### src/rtl/core/tcfs_pkg.sv
// Package for the tilt complementary filter servo block.
// Holds fixed constants and the CORDIC arctangent table; no dependencies.
package tcfs_pkg;
    localparam int unsigned ATAN_DEPTH = 24;
    localparam logic signed [31:0] PI_U26 = 32'sd210828714;
    localparam logic [16:0] INV_PI_Q16X4 = 17'd83443;
    localparam logic [15:0] CENTRE_WIDTH = 16'd16384;
    localparam logic [15:0] RST_SAMPLE_PERIOD = 16'd1311;
    localparam logic [15:0] RST_FILTER_GAIN = 16'd12288;
    localparam logic [14:0] RST_ANGLE_LIMIT = 15'd12868;
    localparam logic [1:0] REG_SAMPLE_PERIOD = 2'd0;
    localparam logic [1:0] REG_FILTER_GAIN = 2'd1;
    localparam logic [1:0] REG_ANGLE_LIMIT = 2'd2;

    function automatic logic [25:0] atan_entry(input logic [4:0] idx);
        logic [25:0] v;
        case (idx)
            5'd0:  v = 26'd52707179;
            5'd1:  v = 26'd31114864;
            5'd2:  v = 26'd16440240;
            5'd3:  v = 26'd8345322;
            5'd4:  v = 26'd4188855;
            5'd5:  v = 26'd2096470;
            5'd6:  v = 26'd1048491;
            5'd7:  v = 26'd524277;
            5'd8:  v = 26'd262143;
            5'd9:  v = 26'd131072;
            5'd10: v = 26'd65536;
            5'd11: v = 26'd32768;
            5'd12: v = 26'd16384;
            5'd13: v = 26'd8192;
            5'd14: v = 26'd4096;
            5'd15: v = 26'd2048;
            5'd16: v = 26'd1024;
            5'd17: v = 26'd512;
            5'd18: v = 26'd256;
            5'd19: v = 26'd128;
            5'd20: v = 26'd64;
            5'd21: v = 26'd32;
            5'd22: v = 26'd16;
            5'd23: v = 26'd8;
            default: v = 26'd0;
        endcase
        return v;
    endfunction
endpackage

### src/rtl/core/tilt_complementary_filter_servo.sv
// Tilt complementary filter servo: CORDIC roll/pitch, complementary filter, servo widths.
// A new input is taken only in idle, once the previous result has been accepted; the block
// runs the shared CORDIC twice (roll, then pitch), then the shared multiplier in sequence
// for each axis, then a width stage.
// Reset (synchronous, active low): estimates zero, widths centred, registers at defaults.
// Depends on tcfs_pkg and tcfs_cordic.
module tilt_complementary_filter_servo #(
    parameter int CORDIC_STEPS = 16,
    parameter int ESTIMATE_FRAC_BITS = 21
) (
    input  logic               i_clk,
    input  logic               i_rst_n,
    input  logic               i_cfg_we,
    input  logic [1:0]         i_cfg_index,
    input  logic [15:0]        i_cfg_data,
    input  logic               i_valid,
    output logic               o_ready,
    input  logic signed [15:0] i_accel_x,
    input  logic signed [15:0] i_accel_y,
    input  logic signed [15:0] i_accel_z,
    input  logic signed [15:0] i_gyro_roll_rate,
    input  logic signed [15:0] i_gyro_pitch_rate,
    input  logic               i_drive_enable,
    output logic               o_valid,
    input  logic               i_ready,
    output logic signed [15:0] o_roll_angle,
    output logic signed [15:0] o_pitch_angle,
    output logic [15:0]        o_roll_width,
    output logic [15:0]        o_pitch_width
);
    localparam int F = ESTIMATE_FRAC_BITS;
    localparam int EW = F + 3;      // estimate width
    localparam int SW = F + 32;     // sum width, ample headroom
    localparam int AW = F + 11;     // multiplier operand: covers error and rate

    typedef enum logic [9:0] {
        S_IDLE  = 10'b0000000001,
        S_CROLL = 10'b0000000010,
        S_WROLL = 10'b0000000100,
        S_CPIT  = 10'b0000001000,
        S_WPIT  = 10'b0000010000,
        S_KP    = 10'b0000100000,
        S_TS    = 10'b0001000000,
        S_UPD   = 10'b0010000000,
        S_WID   = 10'b0100000000,
        S_OUT   = 10'b1000000000
    } t_state;

    t_state r_state;
    logic [15:0] r_ts, r_kp;
    logic [14:0] r_lim;
    logic signed [15:0] r_ax, r_ay, r_az, r_gr, r_gp;
    logic r_en, r_pend, r_axis;
    logic signed [15:0] r_acc_roll, r_acc_pitch;
    logic signed [EW-1:0] r_est_roll, r_est_pitch;
    logic [15:0] r_w_roll, r_w_pitch;
    logic signed [SW-1:0] r_prod;
    logic signed [15:0] r_q_roll, r_q_pitch;

    // CORDIC
    logic cor_start, cor_done;
    logic signed [16:0] cor_y, cor_x;
    logic signed [15:0] cor_ang;
    assign cor_start = (r_state == S_CROLL) || (r_state == S_CPIT);
    assign cor_x = 17'(r_az);
    assign cor_y = (r_state == S_CPIT) ? -17'(r_ax) : 17'(r_ay);

    tcfs_cordic #(.STEPS(CORDIC_STEPS)) u_cordic (
        .i_clk(i_clk), .i_rst_n(i_rst_n), .i_start(cor_start),
        .i_y(cor_y), .i_x(cor_x), .o_done(cor_done), .o_angle(cor_ang)
    );

    // Shared multiplier: operand a (error or rate) times b (17-bit signed gain or period).
    logic signed [EW-1:0] cur_est;
    logic signed [15:0] cur_acc, cur_gyro;
    logic signed [EW+1:0] err;
    logic signed [AW-1:0] mul_a;
    logic signed [AW+16:0] mul_p;
    logic signed [SW-1:0] mul_o, sum, rate_r, delta;
    logic signed [16:0] mul_b;
    logic signed [SW-1:0] nxt;
    logic signed [SW-1:0] lim_hi, lim_lo;
    logic signed [EW-1:0] est_new;
    logic signed [SW-1:0] q_full;
    logic signed [15:0] q_sat;

    assign cur_est  = r_axis ? r_est_pitch : r_est_roll;
    assign cur_acc  = r_axis ? r_acc_pitch : r_acc_roll;
    assign cur_gyro = r_axis ? r_gp : r_gr;
    assign err = (EW+2)'(cur_acc) * (EW+2)'(2 ** (F - 13)) - (EW+2)'(cur_est);
    assign sum = (SW'(cur_gyro) <<< F) + r_prod;
    assign rate_r = (sum + (SW'(1) <<< 11)) >>> 12;
    assign mul_a = (r_state == S_KP) ? AW'(err) : AW'(rate_r);
    assign mul_b = (r_state == S_KP) ? signed'({1'b0, r_kp}) : signed'({1'b0, r_ts});
    assign mul_p = mul_a * mul_b;
    assign mul_o = SW'(mul_p);
    assign delta = (r_prod + (SW'(1) <<< 15)) >>> 16;
    assign nxt = SW'(cur_est) + delta;
    assign lim_hi = (SW'(1) <<< (F + 2)) - SW'(1);
    assign lim_lo = -(SW'(1) <<< (F + 2));
    assign est_new = (nxt > lim_hi) ? EW'(lim_hi) : (nxt < lim_lo) ? EW'(lim_lo) : EW'(nxt);
    assign q_full = (SW'(est_new) + (SW'(1) <<< (F - 14))) >>> (F - 13);
    assign q_sat = (q_full > 32767) ? 16'sh7FFF : (q_full < -32768) ? 16'sh8000 : q_full[15:0];

    function automatic logic [15:0] width_of(input logic signed [15:0] a,
                                             input logic [14:0] lim,
                                             input logic [15:0] old);
        logic signed [16:0] mag;
        logic signed [34:0] p;
        logic signed [34:0] w;
        mag = (a < 0) ? -17'(a) : 17'(a);
        p = 35'(a) * 35'(signed'({1'b0, tcfs_pkg::INV_PI_Q16X4}));
        w = signed'(35'(tcfs_pkg::CENTRE_WIDTH)) + ((p + 35'sd32768) >>> 16);
        if (mag > 17'(signed'({2'b0, lim}))) return old;
        if (w < 0) return 16'd0;
        if (w > 65535) return 16'hFFFF;
        return w[15:0];
    endfunction

    always_ff @(posedge i_clk) begin
        if (!i_rst_n) begin
            r_state <= S_IDLE;
            r_ts <= tcfs_pkg::RST_SAMPLE_PERIOD;
            r_kp <= tcfs_pkg::RST_FILTER_GAIN;
            r_lim <= tcfs_pkg::RST_ANGLE_LIMIT;
            r_est_roll <= '0;
            r_est_pitch <= '0;
            r_w_roll <= tcfs_pkg::CENTRE_WIDTH;
            r_w_pitch <= tcfs_pkg::CENTRE_WIDTH;
            r_pend <= 1'b0;
            r_axis <= 1'b0;
        end else begin
            if (i_cfg_we) begin
                case (i_cfg_index)
                    tcfs_pkg::REG_SAMPLE_PERIOD: r_ts <= i_cfg_data;
                    tcfs_pkg::REG_FILTER_GAIN:   r_kp <= i_cfg_data;
                    tcfs_pkg::REG_ANGLE_LIMIT:   r_lim <= i_cfg_data[14:0];
                    default: ;
                endcase
            end
            case (r_state)
                S_IDLE: begin
                    if (i_valid) begin
                        r_ax <= i_accel_x; r_ay <= i_accel_y; r_az <= i_accel_z;
                        r_gr <= i_gyro_roll_rate; r_gp <= i_gyro_pitch_rate;
                        r_en <= i_drive_enable;
                        r_state <= S_CROLL;
                    end
                end
                S_CROLL: r_state <= S_WROLL;
                S_WROLL: if (cor_done) begin
                    r_acc_roll <= cor_ang;
                    r_state <= S_CPIT;
                end
                S_CPIT: r_state <= S_WPIT;
                S_WPIT: if (cor_done) begin
                    r_acc_pitch <= cor_ang;
                    r_axis <= 1'b0;
                    r_state <= S_KP;
                end
                S_KP: begin
                    r_prod <= mul_o;
                    r_state <= S_TS;
                end
                S_TS: begin
                    r_prod <= mul_o;
                    r_state <= S_UPD;
                end
                S_UPD: begin
                    // commit one axis, then run the other
                    if (!r_axis) begin
                        r_est_roll <= est_new;
                        r_q_roll <= q_sat;
                        r_axis <= 1'b1;
                        r_state <= S_KP;
                    end else begin
                        r_est_pitch <= est_new;
                        r_q_pitch <= q_sat;
                        r_state <= S_WID;
                    end
                end
                S_WID: begin
                    // map both registered angles to widths, or recentre once on disable
                    if (r_en) begin
                        r_pend <= 1'b1;
                        r_w_roll <= width_of(r_q_roll, r_lim, r_w_roll);
                        r_w_pitch <= width_of(r_q_pitch, r_lim, r_w_pitch);
                    end else if (r_pend) begin
                        r_pend <= 1'b0;
                        r_w_roll <= tcfs_pkg::CENTRE_WIDTH;
                        r_w_pitch <= tcfs_pkg::CENTRE_WIDTH;
                    end
                    r_state <= S_OUT;
                end
                S_OUT: if (i_ready) r_state <= S_IDLE;
                default: r_state <= S_IDLE;
            endcase
        end
    end

    assign o_ready = (r_state == S_IDLE);
    assign o_valid = (r_state == S_OUT);
    assign o_roll_angle = r_q_roll;
    assign o_pitch_angle = r_q_pitch;
    assign o_roll_width = r_w_roll;
    assign o_pitch_width = r_w_pitch;

`ifndef SYNTHESIS
    a_onehot: assert property (@(posedge i_clk) disable iff (!i_rst_n) $onehot(r_state))
        else $error("state not one-hot");
    a_no_both: assert property (@(posedge i_clk) disable iff (!i_rst_n)
        !(o_ready && o_valid))
        else $error("ready and valid together");
    a_hold_out: assert property (@(posedge i_clk) disable iff (!i_rst_n)
        (o_valid && !i_ready) |=> o_valid && $stable(o_roll_angle))
        else $error("result changed while stalled");
    a_pend: assert property (@(posedge i_clk) disable iff (!i_rst_n)
        (o_valid && r_en) |-> r_pend)
        else $error("pending flag lost");
`endif
endmodule

### src/rtl/core/tcfs_cordic.sv
// Iterative vectoring CORDIC: atan2(y, x) as Q2.13 radians, one step a cycle.
// Depends on tcfs_pkg.
module tcfs_cordic #(
    parameter int STEPS = 16
) (
    input  logic               i_clk,
    input  logic               i_rst_n,
    input  logic               i_start,
    input  logic signed [16:0] i_y,
    input  logic signed [16:0] i_x,
    output logic               o_done,
    output logic signed [15:0] o_angle
);
    localparam int DEPTH = int'(tcfs_pkg::ATAN_DEPTH);
    localparam int NSTEP = (STEPS < DEPTH) ? STEPS : DEPTH;
    localparam int CW = $clog2(NSTEP + 1);

    logic signed [35:0] r_x, r_y, n_x, n_y;
    logic signed [31:0] r_z, n_z;
    logic [CW-1:0] r_cnt;
    logic r_busy, r_done;
    logic signed [35:0] sh_x, sh_y;
    logic signed [31:0] tab;
    logic signed [31:0] zr;

    assign sh_x = r_x >>> r_cnt;
    assign sh_y = r_y >>> r_cnt;
    assign tab = 32'(signed'({1'b0, tcfs_pkg::atan_entry(5'(r_cnt))}));

    always_comb begin
        n_x = r_x;
        n_y = r_y;
        n_z = r_z;
        if (r_y > 0) begin
            n_x = r_x + sh_y;
            n_y = r_y - sh_x;
            n_z = r_z + tab;
        end else if (r_y < 0) begin
            n_x = r_x - sh_y;
            n_y = r_y + sh_x;
            n_z = r_z - tab;
        end
    end

    always_ff @(posedge i_clk) begin
        if (!i_rst_n) begin
            r_busy <= 1'b0;
            r_done <= 1'b0;
            r_cnt  <= '0;
        end else begin
            r_done <= 1'b0;
            if (i_start) begin
                r_busy <= 1'b1;
                r_cnt  <= '0;
                if (i_x < 0) begin
                    r_z <= (i_y >= 0) ? tcfs_pkg::PI_U26 : -tcfs_pkg::PI_U26;
                    r_x <= 36'(-i_x) <<< 16;
                    r_y <= 36'(-i_y) <<< 16;
                end else begin
                    r_z <= '0;
                    r_x <= 36'(i_x) <<< 16;
                    r_y <= 36'(i_y) <<< 16;
                end
            end else if (r_busy) begin
                if (r_cnt == CW'(NSTEP)) begin
                    r_busy <= 1'b0;
                    r_done <= 1'b1;
                end else begin
                    r_x <= n_x;
                    r_y <= n_y;
                    r_z <= n_z;
                    r_cnt <= r_cnt + 1'b1;
                end
            end
        end
    end

    assign zr = (r_z + 32'sd4096) >>> 13;
    assign o_angle = zr[15:0];
    assign o_done = r_done;
endmodule

### config.mk
export PLATFORM = sky130hd
export DESIGN_NAME = tilt_complementary_filter_servo
export DESIGN_NICKNAME = d
export VERILOG_FILES = /design/src/rtl/core/tcfs_pkg.sv /design/src/rtl/core/tilt_complementary_filter_servo.sv /design/src/rtl/core/tcfs_cordic.sv
export SDC_FILE = /design/constraint.sdc
export NUM_CORES = 2
export LEC_CHECK = 0
export ABC_AREA = 1
export BUFFER_PORTS_ARGS = -buffer_cell sky130_fd_sc_hd__buf_2
export CAP_MARGIN = 0
export CORE_MARGIN = 2
export CORE_UTILIZATION = 51
export DETAILED_ROUTE_END_ITERATION = 8
export PLACE_DENSITY = 0.67
export SYNTH_ARGS = -nofsm -noshare
export SYNTH_HDL_FRONTEND = slang
export SYNTH_SLANG_ARGS = --single-unit
### constraint.sdc
create_clock -name i_clk -period 15.5 [get_ports i_clk]
set_clock_uncertainty 0.05 [all_clocks]
set_input_delay 3.1 -clock i_clk [delete_from_list [all_inputs] [get_ports i_clk]]
set_output_delay 3.1 -clock i_clk [all_outputs]
set_load 0.02 [all_outputs]
-- Word-level counts from Yosys, hierarchy flattened
Memory sizes are Yosys's and may differ from the RTL's. A register that Yosys moved wholly into a read port is not among the register bits.
Cells that the tools add are included.
- shift operators: 2
- order comparisons: 16
- $add $sub $neg: 23
- bitwise gates (word level): 4
- eq/ne operators: 18
- multipliers: 3
- divide/modulo/power cells: 0
- reduce and logical (&&, ||, !) cells: 25
- mux-type cells: 91
- operators by type and width (cell ; count):
    $mux 36 ; 12
    $mux 16 ; 20
    $mux 32 ; 8
    $pmux 10 s10 ; 1
    $add 36x36->36 ; 2
    $mux 24 ; 3
    $sshr 36x5->36 ; 2
    $sub 36x36->36 ; 2
    $add 34x17->35 const B ; 2
    $mul 16x18->34 const B ; 2
    $mux 17 ; 3
    $neg 16->17 ; 3
    $add 49x17->50 const B ; 1
    $mul 32x17->49 ; 1
    $lt 16x1->1 const B ; 3
    $add 37x44->44 ; 1
    $add 44x13->44 const B ; 1
    $add 16x19->20 const A ; 2
    $gt 20x17->1 const B ; 2
    $lt 20x1->1 const B ; 2
    $mux 10 ; 4
    $gt 36x1->1 const B ; 1
    $lt 36x1->1 const B ; 1
    $mux 1 ; 36
    43 further kinds ; 67
- word-level logic and storage cells: 210
- memories: 1
- memory bits (read-only): 832
- register bits: 444
- memory bits (writable): 0
- latch bits: 0
- memory list (name ; depth ; width ; rd ports ; clocked after memory_dff ; write ports ; RTL line ; text):
    (no name shown) ; 32 ; 26 ; 1 ; 1 ; 0 ; tcfs_pkg.sv:17 ; case (idx)

-- Longest topological paths before layout
- depth after elaboration: 20
- depth in mapped cells: 46

-- Modules after synthesis
A second synthesis with hierarchy kept.
- cell total of the unflattened synthesis: 9192
- area total of the unflattened synthesis: 67233.2 um^2
- modules (own cells, without submodules) (module ; cells an instance ; sequential area each (um^2) ; instances ; area each (um^2)):
    tilt_complementary_filter_servo ; 6173 ; 8277.9 ; 1 ; 49040.8
    tcfs_cordic ; 3019 ; 3693.5 ; 1 ; 18192.4

-- Least setup slack after synthesis
No wires, ideal clock.
- path type: reg-to-reg
- start point: register r_axis
- end point: register r_prod[48] (netlist name)
- clock period less this slack: 8.543 ns
- cell stages (with the launch flop): 39
- path buffers: 5
- arrival: 8.228 ns
- required time: 15.185 ns
- path slack: 6.957 ns
- path through: dfxtp_1 buf_4 buf_4 clkbuf_1 clkbuf_1 nand2_1 o21ai_0 ha_1 nand2_1 nor2_1 nor3b_1 a221oi_1 nand2_1 nand3_1 nand2_1 a21oi_1 o31ai_1 nand3_1 [3 not listed] inv_1 fa_1 inv_1 fa_1 inv_1 fa_1 inv_1 fa_1 fa_1 inv_1 fa_1 inv_1 ha_1 a21oi_1 o21ai_0 a211oi_1 o21ai_0 xor2_1
- cells in the longest elaborated chain, start to end: 5
- elaborated cells on any way between the ends: 8
- RTL lines (element ; RTL line ; text):
    start, declared ; tilt_complementary_filter_servo.sv:53 ; logic r_en, r_pend, r_axis;
    start signal, assigned ; tilt_complementary_filter_servo.sv:131 ; r_axis <= 1'b0;
    start signal, assigned ; tilt_complementary_filter_servo.sv:158 ; r_axis <= 1'b0;
    start signal, assigned ; tilt_complementary_filter_servo.sv:174 ; r_axis <= 1'b1;
    $mux 16 ; tilt_complementary_filter_servo.sv:89 ; assign cur_gyro = r_axis ? r_gp : r_gr;
    $add 37x44->44 ; tilt_complementary_filter_servo.sv:91 ; assign sum = (SW'(cur_gyro) <<< F) + r_prod;
    $add 44x13->44 ; tilt_complementary_filter_servo.sv:92 ; assign rate_r = (sum + (SW'(1) <<< 11)) >>> 12;
    $mux 32 (*) ; tilt_complementary_filter_servo.sv:93 ; assign mul_a = (r_state == S_KP) ? AW'(err) : AW'(rate_r);
    $mul 32x17->49 (*) ; tilt_complementary_filter_servo.sv:95 ; assign mul_p = mul_a * mul_b;
    named net mul_p[48] ; tilt_complementary_filter_servo.sv:78 ; logic signed [AW+16:0] mul_p;
Mark *: on every way through the listed nets, which the timed path passes. The rest lies on a longest branch.
A chain may end at the register's enable or synchronous reset.

-- Worst setup path after layout
- start point: register r_axis
- end point: register r_prod[46], data pin
- cells in the longest elaborated chain, start to end: 5
- elaborated cells on any way between the ends: 8
- RTL lines (element ; RTL line ; text):
    $mux 16 ; tilt_complementary_filter_servo.sv:89 ;
    $add 37x44->44 ; tilt_complementary_filter_servo.sv:91 ;
    $add 44x13->44 ; tilt_complementary_filter_servo.sv:92 ;
    $mux 32 (*) ; tilt_complementary_filter_servo.sv:93 ;
    $mul 32x17->49 (*) ; tilt_complementary_filter_servo.sv:95 ;
    named net mul_p[46] ; tilt_complementary_filter_servo.sv:78 ;
    end signal, assigned ; tilt_complementary_filter_servo.sv:162 ; r_prod <= mul_o;
    end signal, assigned ; tilt_complementary_filter_servo.sv:166 ; r_prod <= mul_o;
    end, declared ; tilt_complementary_filter_servo.sv:57 ; logic signed [SW-1:0] r_prod;
Marked as above.

==> metrics.yaml <==
outcome:
  outcome: "finished clean"
critical_path:
  crit_path_max_incr_delay_ns: 0.74
  crit_slowest_cell: "o21ai_0"
  rr_worst_depth: 38
  r2r_slack_ns: 5.35
  end_kind: "flip-flop"
  criticalPathCategory: "flip-flop to flip-flop"
  crit_fanout: 81
  cp.required_ns: 15.87
  startpoint_type: "flip-flop"
  cp.arrival_ns: 10.52
place:
  finalWeightedCongestion: 0.9656
  dp_hpwl_um: 160300
  io_buffers: 169
  place_ws_ns: 5.607
finish:
  drive_above_1_share: 0.05317
  layout_commonest_cell: "nand2_1"
  area_delta_synth_final_pct: 6.800
  n_fill_cell: 12526
  register_area_um2: 11980
  final_cell_mix: "nand2_1 (1865), inv_1 (1759), nor2_1 (756), ha_1 (681), fa_1 (661)"
  multi_input_area_um2: 46610
  layout.nets: 10391
floorplan:
  initial_utilization: 0.5130
  ios: 170
  rows: 132
  die_h_um: 364.5
  core_area_um2: 129200
  die-area_um2: 132800
  die_x_um: 364.5
synth:
  ys_seq_area_frac: 0.1807
  syn_nets: 10335
  synth.distinct_cells: 70
  synth_area_um2: 66260
  ys_ff_latch: 456
  synthTopCellsByArea: "fa_1 (20%), edfxtp_1 (13%), ha_1 (13%), nand2_1 (11%), inv_1 (10%)"
  synth-warning-count: 0
  synth_edf_count: 284
  synth_area_leader_cell: "fa_1"
  synth_top_cell_area_share: 0.1997
  synthCells: 8889
  avgSynthCellArea_um2: 7.454
  synthArstFlopShare: 0
  synth-main-ff-cell: "edfxtp_1"
timing:
  post-route-period-util: 0.6549
  finalCriticalPeriod_ns: 10.15
  rsz0062_at_grt: "false"
  timing.slew.headroom: 0.1389
  tns_ns: 0
  worst_slew_pin_slew_ns: 1.287
  fin_ws_ns: 5.348
  finalHoldViolCount: 0
  setup-violations-final: 0
  clock.fmax_ghz: 0.09851
  drv_slew: 0
clocking:
  post_cts_resized: 0
  clockBufferDepth: 3
  h-tree-depth: 2
  clock_latency_ns: 0.69
  root_buffer: "clkbuf_16"
  cts.clk_slew.worst_paths_ns: 0.06
  cts_hold_buf: 0
  cts_sinks: 456
  postCtsSetupBuffers: 0
  cts_tree: "done"
  cts_inserted_buffers: 55
route:
  wirelength_um: 197200
  post_drt_via_cell_ratio: 5.444
  drt_iter0_markers: 4588
  firstDrtPassIters: 7
  wl_per_cell_um: 18.37
  ant_nets: 0
  drc: 0
  num_vias: 58445
grt:
  antenna_found_initial: 10
  globalRoute.busiestLayer: "met2"
  gr-usage-met1: 0.4065
  grt_pass1_wl_um: 311100
  gr-total-overflow: 0
  grt_max_degree: 82
  track_usage: 0.2961
  grt_pass1_vias: 57403
  met3_usage: 0.03286
  grtUsageMet2: 0.4820
hold_path:
  holdPathStages: 2
  hold_class: "flip-flop to flip-flop"
flow_run:
  max_cap_violations: 0
[worst paths after layout]
path                     endpoint             from
setup / recovery       r_prod[46]           r_axis
hold / removal    u_cordic.o_done  u_cordic.r_busy
setup reg to reg       r_prod[46]           r_axis
hold reg to reg   u_cordic.o_done  u_cordic.r_busy
[critical path: cells and delay by family, from the launching register on]
family	cells	cell delay, ns
and+or+nand+nor	14	2.25
DFF	1	0.33
xor gates and xnor gates	1	0.16
buffers and inverters	8	1.41
adders and majority gates	8	3.77
AOI/OAI and AO/OA	7	1.84
[area by class of cell]
type,count,area share
diodes,4,0.0001414
flip-flops and latches,456,0.1693
well taps,1742,0.03080
clock buffers,64,0.02021
repair buffers,226,0.01800
clock inverters,38,0.007496
inverters,1799,0.09549
multi-input cells,6407,0.6586
[synthesized netlist by cell type, types with 17 or more instances]
cell type and n:
a21o_1 29, a21oi_1 531, a31oi_1 41, buf_1 25, buf_2 39, clkbuf_1 141, clkinv_1 17, dfxtp_1 172
edfxtp_1 284, fa_1 661, ha_1 681, inv_1 1763, inv_2 18, mux2i_1 53, nand2_1 1865, nand2_2 28
nand3_1 282, nand4_1 73, nor2_1 767, nor2_2 18, nor3_1 95, nor4_1 30, o211ai_1 51, o21a_1 39
o21ai_0 540, o21ai_1 44, o21bai_1 44, o31ai_1 20, or2_2 43, xnor2_1 94, xor2_1 231
[logic make-up (layout without fill, tap and decap cells)]
logic type	count (synthesis)	after routing	share of synthesized area
AND/OR/NAND/NOR	3263	3263	0.2033
buffers and inverters	2026	2127	0.1173
AO/OA/AOI/OAI	1424	1424	0.1195
adder cells (fa/ha/maj)	1342	1342	0.3283
flip-flops	456	456	0.1807
XOR/XNOR	325	325	0.04296
multiplexers	53	53	0.008006
other	0	4	0
[registers in the layout, summed over array words and instances (netlist names), 16 cells and up]
signal	count
r_ts	16
r_gr	16
r_ay	16
r_est_roll	24
u_cordic.r_x	36
r_acc_pitch	16
u_cordic.tab	26
u_cordic.r_y	36
r_ax	16
r_acc_roll	16
r_est_pitch	24
r_gp	16
o_roll_angle	16
r_az	16
o_pitch_angle	16
r_kp	16
r_prod	38
u_cordic.r_z	29
o_roll_width	16
o_pitch_width	16
[stage by stage]
| stage | hold WS, ns | cells | util | cell area, um^2 |
|---|---|---|---|---|
| 2_1_floorplan | 0.3678 | 8889 | - | 66260 |
| 6_report | 0.3909 | 10736 | 0.5479 | 70770 |
| 5_1_grt | 0.4207 | 10733 | 0.5479 | 70760 |
| 3_3_place_gp | 0.3767 | 10630 | 0.5327 | 68800 |
| 4_1_cts | 0.3887 | 10732 | 0.5479 | 70760 |
| 3_5_place_dp | 0.3798 | 10630 | 0.5327 | 68800 |
[routing by layer]
metal	routed length, um	up-vias
met2	89780	1963
met5	29	-
li1	-	28221
met4	8151	6
met3	12490	387
met1	86780	27868
Power is not shown: default switching activity piles up to over one toggle a cycle in this logic, so the estimate is an artifact.
